--- src/rtl/core/bhpd_pkg.sv ---
package bhpd_pkg;

	localparam int LEVEL_W = 14;
	localparam int NOW_W = 32;
	localparam int HOLD_W = 16;
	localparam int INDEX_W = 4;
	localparam logic [HOLD_W-1:0] MIN_HOLD_RESET = 16'd100;

	typedef enum logic [2:0] {
		PH_UNKNOWN = 3'b001,
		PH_UP      = 3'b010,
		PH_DOWN    = 3'b100
	} phase_t;

	typedef struct packed {
		logic               valid;
		logic [INDEX_W-1:0] index;
	} press_t;

endpackage

--- src/rtl/core/bhpd_if.sv ---
interface bhpd_poll_if
	import bhpd_pkg::*;
();
	logic               valid;
	logic               ready;
	logic [LEVEL_W-1:0] levels;
	logic [NOW_W-1:0]   now_ms;

	modport source(output valid, levels, now_ms, input ready);
	modport sink(input valid, levels, now_ms, output ready);
endinterface

interface bhpd_press_if
	import bhpd_pkg::*;
();
	logic               valid;
	logic               ready;
	logic               press_valid;
	logic [INDEX_W-1:0] press_index;

	modport source(output valid, press_valid, press_index, input ready);
	modport sink(input valid, press_valid, press_index, output ready);
endinterface

--- src/rtl/core/bhpd_lane.sv ---
module bhpd_lane
	import bhpd_pkg::*;
#(
	parameter int TIME_BITS = 32
) (
	input  logic                 clk,
	input  logic                 arst_n,
	input  logic                 accept,
	input  logic                 up,
	input  logic [TIME_BITS-1:0] now,
	input  logic [HOLD_W-1:0]    min_hold,
	input  logic                 clear,
	output logic                 fire
);

	localparam int CMP_W = (TIME_BITS > HOLD_W) ? TIME_BITS : HOLD_W;

	phase_t               phase_q;
	phase_t               phase_d;
	logic [TIME_BITS-1:0] start_q;
	logic [TIME_BITS-1:0] start_d;
	logic [TIME_BITS-1:0] held;

	// wrap-around elapsed time since the press began
	assign held = now - start_q;
	assign fire = (phase_q == PH_DOWN) && !up &&
		(CMP_W'(held) >= CMP_W'(min_hold));

	always_comb begin
		phase_d = phase_q;
		start_d = start_q;
		unique case (phase_q)
			PH_DOWN: begin
				if (up) begin
					phase_d = PH_UP;
					start_d = '0;
				end
			end
			PH_UP: begin
				if (!up) begin
					phase_d = PH_DOWN;
					start_d = now;
				end
			end
			default: begin
				// arm only once seen released
				phase_d = up ? PH_UP : PH_UNKNOWN;
			end
		endcase
		if (clear) begin
			phase_d = PH_UNKNOWN;
			start_d = '0;
		end
	end

	always_ff @(posedge clk or negedge arst_n) begin
		if (!arst_n) begin
			phase_q <= PH_UNKNOWN;
			start_q <= '0;
		end else if (accept) begin
			phase_q <= phase_d;
			start_q <= start_d;
		end
	end

	a_clear_disarms: assert property (@(posedge clk) disable iff (!arst_n)
		accept && clear |=> phase_q == PH_UNKNOWN)
		else $error("lane not disarmed after a press fired");

	a_press_start: assert property (@(posedge clk) disable iff (!arst_n)
		accept && !clear && phase_q == PH_UP && !up
		|=> phase_q == PH_DOWN && start_q == $past(now))
		else $error("press start not recorded");

	a_fire_needs_down: assert property (@(posedge clk) disable iff (!arst_n)
		accept && fire |-> clear)
		else $error("lane fired without the merge clearing");

endmodule

--- src/rtl/core/bhpd_merge.sv ---
module bhpd_merge
	import bhpd_pkg::*;
#(
	parameter int BUTTON_COUNT = 14
) (
	input  logic [BUTTON_COUNT-1:0] fire,
	output press_t                  press
);

	// lowest index wins
	always_comb begin
		press = '0;
		for (int i = BUTTON_COUNT - 1; i >= 0; i--) begin
			if (fire[i]) begin
				press.valid = 1'b1;
				press.index = INDEX_W'(i);
			end
		end
	end

endmodule

--- src/rtl/core/button_hold_press_detector.sv ---
// Button hold press detector.
// poll (sink): one word per poll carries the raw level of every button
// (1 = released) and the current millisecond time. press (source): one word
// per poll, press_valid high when a button held down for at least
// min_hold_ms fired, with the lowest such index in press_index.
// cfg_we/cfg_data write min_hold_ms; write it only while the block is idle.
// Every button runs in its own lane; the lanes update their phase and start
// time at the edge a poll is taken, and a priority merge picks the winner.
// When any button fires, every lane returns to unknown.
// The result appears in the cycle after its poll is accepted, from an
// output register. One poll per cycle while the receiver keeps up; the lane
// state update closes within that cycle.
// A poll is taken whenever the output register is empty or being drained,
// so a stalled receiver holds the result and stops polls after one word.
// Reset: all buttons unknown, start times zero, min_hold_ms 100, output empty.
module button_hold_press_detector
	import bhpd_pkg::*;
#(
	parameter int BUTTON_COUNT = 14,
	parameter int TIME_BITS = 32
) (
	input  logic              clk,
	input  logic              arst_n,
	bhpd_poll_if.sink         poll,
	bhpd_press_if.source      press,
	input  logic              cfg_we,
	input  logic [HOLD_W-1:0] cfg_data
);

	logic [HOLD_W-1:0]       min_hold_q;
	logic                    in_acc;
	logic [BUTTON_COUNT-1:0] fire;
	press_t                  merged;
	logic                    valid_s1;
	press_t                  press_s1;

	assign poll.ready = !valid_s1 || press.ready;
	assign in_acc = poll.valid && poll.ready;

	always_ff @(posedge clk or negedge arst_n) begin
		if (!arst_n) begin
			min_hold_q <= MIN_HOLD_RESET;
		end else if (cfg_we) begin
			min_hold_q <= cfg_data;
		end
	end

	for (genvar g = 0; g < BUTTON_COUNT; g++) begin : g_lane
		logic up;
		if (g < LEVEL_W) begin : g_pin
			assign up = poll.levels[g];
		end else begin : g_nopin
			// no pin: reads as pressed
			assign up = 1'b0;
		end
		bhpd_lane #(.TIME_BITS(TIME_BITS)) u_lane (
			.clk(clk),
			.arst_n(arst_n),
			.accept(in_acc),
			.up(up),
			.now(poll.now_ms[TIME_BITS-1:0]),
			.min_hold(min_hold_q),
			.clear(merged.valid),
			.fire(fire[g])
		);
	end

	bhpd_merge #(.BUTTON_COUNT(BUTTON_COUNT)) u_merge (
		.fire(fire),
		.press(merged)
	);

	always_ff @(posedge clk or negedge arst_n) begin
		if (!arst_n) begin
			valid_s1 <= 1'b0;
		end else if (poll.ready) begin
			valid_s1 <= poll.valid;
		end
	end

	always_ff @(posedge clk) begin
		if (in_acc) begin
			press_s1 <= merged;
		end
	end

	assign press.valid = valid_s1;
	assign press.press_valid = press_s1.valid;
	assign press.press_index = press_s1.index;

	a_poll_gives_word: assert property (@(posedge clk) disable iff (!arst_n)
		in_acc |=> valid_s1)
		else $error("accepted poll produced no result word");

	a_fire_reported: assert property (@(posedge clk) disable iff (!arst_n)
		in_acc && (fire != '0) |=> press_s1.valid)
		else $error("fired button not reported");

	a_idle_index_zero: assert property (@(posedge clk) disable iff (!arst_n)
		valid_s1 && !press_s1.valid |-> press_s1.index == '0)
		else $error("press_index not zero without a press");

	a_stall_holds: assert property (@(posedge clk) disable iff (!arst_n)
		valid_s1 && !press.ready |=> valid_s1 && $stable(press_s1))
		else $error("result word lost under stall");

endmodule

--- src/flat_wrapper.sv ---
// flat-port wrapper written by rule: the top's interface ports become plain ports
module button_hold_press_detector_flat import bhpd_pkg::*;
#(
	parameter int BUTTON_COUNT = 14,
	parameter int TIME_BITS = 32
)
  (clk, arst_n, cfg_we, cfg_data, poll_valid, poll_levels, poll_now_ms, poll_ready, press_valid, press_press_valid, press_press_index, press_ready);
  bhpd_poll_if poll_i ();
  bhpd_press_if press_i ();
  input  logic clk;
  input  logic arst_n;
  input  logic cfg_we;
  input  logic [HOLD_W-1:0] cfg_data;
  input wire logic [$bits(poll_i.valid)-1:0] poll_valid;
  input wire logic [$bits(poll_i.levels)-1:0] poll_levels;
  input wire logic [$bits(poll_i.now_ms)-1:0] poll_now_ms;
  output wire logic [$bits(poll_i.ready)-1:0] poll_ready;
  output wire logic [$bits(press_i.valid)-1:0] press_valid;
  output wire logic [$bits(press_i.press_valid)-1:0] press_press_valid;
  output wire logic [$bits(press_i.press_index)-1:0] press_press_index;
  input wire logic [$bits(press_i.ready)-1:0] press_ready;
  assign poll_i.valid = poll_valid;
  assign poll_i.levels = poll_levels;
  assign poll_i.now_ms = poll_now_ms;
  assign poll_ready = poll_i.ready;
  assign press_valid = press_i.valid;
  assign press_press_valid = press_i.press_valid;
  assign press_press_index = press_i.press_index;
  assign press_i.ready = press_ready;
  button_hold_press_detector #(.BUTTON_COUNT(BUTTON_COUNT), .TIME_BITS(TIME_BITS)) u_core (.clk(clk), .arst_n(arst_n), .poll(poll_i), .press(press_i), .cfg_we(cfg_we), .cfg_data(cfg_data));
endmodule
--- config.mk ---
export PLATFORM = sky130hd
export DESIGN_NAME = button_hold_press_detector_flat
export DESIGN_NICKNAME = d
export VERILOG_FILES = /design/src/rtl/core/bhpd_pkg.sv /design/src/rtl/core/bhpd_if.sv /design/src/rtl/core/bhpd_lane.sv /design/src/rtl/core/bhpd_merge.sv /design/src/rtl/core/button_hold_press_detector.sv /design/src/flat_wrapper.sv
export SDC_FILE = /design/constraint.sdc
export NUM_CORES = 2
export LEC_CHECK = 0
export BUFFER_PORTS_ARGS = -buffer_cell sky130_fd_sc_hd__buf_2
export CAP_MARGIN = 0
export CORE_ASPECT_RATIO = 0.9
export CORE_MARGIN = 4
export CORE_UTILIZATION = 51
export DETAILED_ROUTE_END_ITERATION = 12
export PLACE_DENSITY_LB_ADDON = 0.2
export RECOVER_POWER = 25
export SYNTH_ARGS = -nofsm -noshare
export SYNTH_HDL_FRONTEND = slang
export SYNTH_SLANG_ARGS = --single-unit
export TNS_END_PERCENT = 1
--- constraint.sdc ---
create_clock -name clk -period 7.65 [get_ports clk]
set_input_delay 0.3825 -clock clk [delete_from_list [all_inputs] [get_ports clk]]
set_output_delay 0.3825 -clock clk [all_outputs]
set_load 0.1 [all_outputs]
==> flow_metrics.env <==
export IMPL_fp_dieH_um=310
export IMPL_yosys_register_bits=512
export IMPL_drv_slew=121
export IMPL_clk_latency_ns=0.68
export IMPL_area_growth_pct=8.94
export IMPL_post_dp_hpwl_um=134000
export IMPL_grt_first_pass_wirelength_um=275000
export IMPL_seqPwrFrac_pct=19.8
export IMPL_nets=6978
export IMPL_utilization_pct=56.2
export IMPL_drc_errors=0
export IMPL_worstMarginPinSlew_ns=5.55
export IMPL_crit_family="simple AND/OR/NAND/NOR gates"
export IMPL_layout_common_cells="ha_1, inv_1, a21oi_1, dfrtp_1, nand2_1"
export IMPL_grt_start_max_net_pins=144
export IMPL_wl_um=180000
export IMPL_core_um2=100000
export IMPL_max_stage_delay_ns=0.53
export IMPL_ys_warn_count=0
export IMPL_met1_length_um=82200
export IMPL_portBuffers=73
export IMPL_hold_viol_final=0
export IMPL_syn_area_um2=51800
export IMPL_synth_top_flop_cell="dfrtp_1"
export IMPL_synthTopCellsByArea="dfrtp_1, ha_1, a22o_1, a21oi_1, inv_1"
export IMPL_synth_seq_area_share_pct=24.8
export IMPL_avgSynthCellArea_um2=8.35
export IMPL_overflow=0
export IMPL_cp_slowest_cell="a2111oi_0"
export IMPL_viasPerCell=6.49
export IMPL_cts_buffers=61
export IMPL_synth_top_area_share_pct=23.7
export IMPL_met2_length_um=76200
export IMPL_postSynth_asyncResetShare_pct=99.0
export IMPL_fin_skew_ns=0.0239
export IMPL_comb_power_share_pct=65.8
export IMPL_crit_fanout=32
export IMPL_outcome="complete, but fails checks"
export IMPL_start_util_pct=51.6
export IMPL_clkPwrFrac_pct=14.4
export IMPL_irDropWorstVdd_uv=233
export IMPL_fmax_mhz=144
export IMPL_core_rowCount=110
export IMPL_switching_share_pct=47.4
export IMPL_power_density_nw_per_um2=389
export IMPL_gp_congestion=0.982
export IMPL_antenna_left=0
export IMPL_die_width_um=344
export IMPL_setup_tns_ns=0
export IMPL_worstPathArrival_ns=7.55
export IMPL_dr_pass1_iters=6
export IMPL_yosys_area_top_type="dfrtp_1"
export IMPL_slew_headroom_pct=-270
export IMPL_p_leak_nw=24.6
export IMPL_p_switching_mw=10.4
export IMPL_cts_max_path_buffers=3
export IMPL_syn_nets=6946
export IMPL_drv_cap=3
export IMPL_cp_start_kind="flop"
export IMPL_drt_first_iter_violations=4784
export IMPL_failed_checks="max-capacitance violations, max-slew violations"
export IMPL_dieArea_um2=107000
export IMPL_rsz0062_at_grt="no"
export IMPL_yosysUniqueCellTypes=103
export IMPL_crit_required_ns=8.25
export IMPL_path_class="flop to flop"
export IMPL_critPathBufInv=3
export IMPL_top_layer="met5"
export IMPL_finalSetupViolations=0
export IMPL_drive_above_1_share_pct=7.24
export IMPL_synth_edf_count=5
export IMPL_cts_max_level=2
export IMPL_path_clk_slew_ns=0.06
export IMPL_dr_total_vias=49608
export IMPL_internal_power_mw=11.5
export IMPL_clock_sinks=512
export IMPL_period_share_pct=90.9
export IMPL_grt_usage_pct=32.8
export IMPL_netlist_instances=6207
export IMPL_end_kind="flop"
export IMPL_cts_tree="yes"
export IMPL_ioPinCount=74
export IMPL_wl_met3_um=14100
export IMPL_final_common_cell="ha_1"
export IMPL_wire_per_inst_um=23.6
export IMPL_root_buffer="clkbuf_16"
export IMPL_hold_class="input port to flop"
export IMPL_fin_crit_ns=6.95
export IMPL_first_global_vias=45863
export IMPL_antenna_found_initial=8
-- state kept, by name, summed over array words and instances, names as in the netlist --
name / cells
u_core.g_lane.u_lane.phase_q: 42
u_core.min_hold_q: 16
u_core.g_lane.u_lane.start_q: 448
u_core.press.valid: 1
u_core.press.press_index: 4
u_core.press.press_valid: 1
-- synth_stat cells, types with 14 or more instances --
library cell and instances:
o2111ai_1 21, a211oi_1 86, or3_1 26, buf_6 33, nor4_1 47, mux2i_1 39
or2_2 21, fa_1 14, a221oi_1 25, a22o_1 468, nor2b_1 63, and2_1 27
a2bb2oi_1 15, nand3_1 114, a2111oi_0 26, buf_2 54, and3_1 39, dfstp_2 17
xnor2_1 179, nor3_1 96, o21a_1 88, nor2_1 357, clkbuf_1 189, inv_1 572
a211o_1 29, and4_1 33, xor2_1 116, a31oi_1 59, a21boi_0 20, nand2b_1 60
dfrtp_1 490, mux2_2 19, o31ai_1 32, a21oi_1 536, o22ai_1 22, nor3b_1 18
o21bai_1 49, o31a_1 31, a21o_1 152, nand4_1 131, o211ai_1 73, nand2_1 478
o21ai_0 302, ha_1 658
-- tightest hold or removal path, stage by stage --
cell and delay (ns):
buf_2 0.08, nand2_1 0.09, o21ai_0 0.11
-- routing by layer --
metal	vias to the layer above	GRT usage, %
met3	318	4.43
met2	1969	49.6
met5	-	0
met1	24114	48.0
met4	4	11.8
li1	23203	-
-- stage by stage --
step	hold slack, ns	area (um2)	setup slack, ns	power [mW]	cells
final	0.0376	56500	0.698	22.0	7638
after detailed placement	0.472	54100	0.271	18.4	7491
after global placement	0.469	54100	0.377	18.2	7491
after CTS	0.00761	56500	0.797	21.7	7631
after global routing	0.0398	56400	0.396	23.8	7631
after floorplan	0.0869	51800	1.36	15.1	6207
-- kinds of logic (layout without fill, tap and decap cells) --
kind of cell               after synthesis  count (layout)  share of synthesized area (%)
adders and majority gates              672             672                           16.4
DFF                                    512             512                           24.8
AOI/OAI and AO/OA                     2228            2228                           30.5
buffers and inverters                  859             939                           6.88
xor gates and xnor gates               295             295                           4.99
and+or+nand+nor                       1583            1583                           15.3
muxes                                   58              58                           1.17
other                                    0               7                              0
-- power groups by stage --
stage          combinational (mW)  clock, mW  sequential [mW]
2_1_floorplan                10.9          0             4.22
3_3_place_gp                 13.9          0             4.35
3_5_place_dp                 14.1          0             4.33
4_1_cts                      14.2       3.21             4.32
5_1_grt                      16.0       3.31             4.45
6_report                     14.5       3.16             4.35
-- area by class of cell --
class	instances	area, um2
fill	9305	44000
multi-input combinational	4836	35500
sequential	512	12900
inverter	575	2160
timing repair buffer	253	2120
clock buffer	80	1710
tap	1344	1680
clock inverter	31	417
antenna	7	17.5
-- worst paths after layout --
| kind | startpoint | end | slack, ns | cells past startpoint |
|---|---|---|---|---|
| min in group asynchronous | arst_n | u_core.g_lane[6].u_lane.start_q[17] | 2.28 | 2 |
| max in group asynchronous | arst_n | u_core.g_lane[1].u_lane.start_q[24] | 1.54 | 4 |
| worst max register to register | u_core.g_lane[10].u_lane.start_q[3] | u_core.g_lane[10].u_lane.start_q[23] | 0.70 | 27 |
| worst min-delay path | cfg_data[4] | u_core.min_hold_q[4] | 0.04 | 3 |
| worst min register to register | u_core.g_lane[10].u_lane.start_q[21] | u_core.g_lane[10].u_lane.start_q[21] | 0.50 | 1 |
| worst max-delay path | u_core.g_lane[10].u_lane.start_q[3] | u_core.g_lane[10].u_lane.start_q[23] | 0.70 | 27 |
-- repair_timing --
| item | CTS | global route |
|---|---|---|
| hold buffers | 29 | 0 |
| endpoints found under the hold margin | 126 | 0 |
| setup buffers | 0 | 0 |
| gates resized for setup | 0 | 0 |
Note: power is estimated with default switching activity, not from simulation.
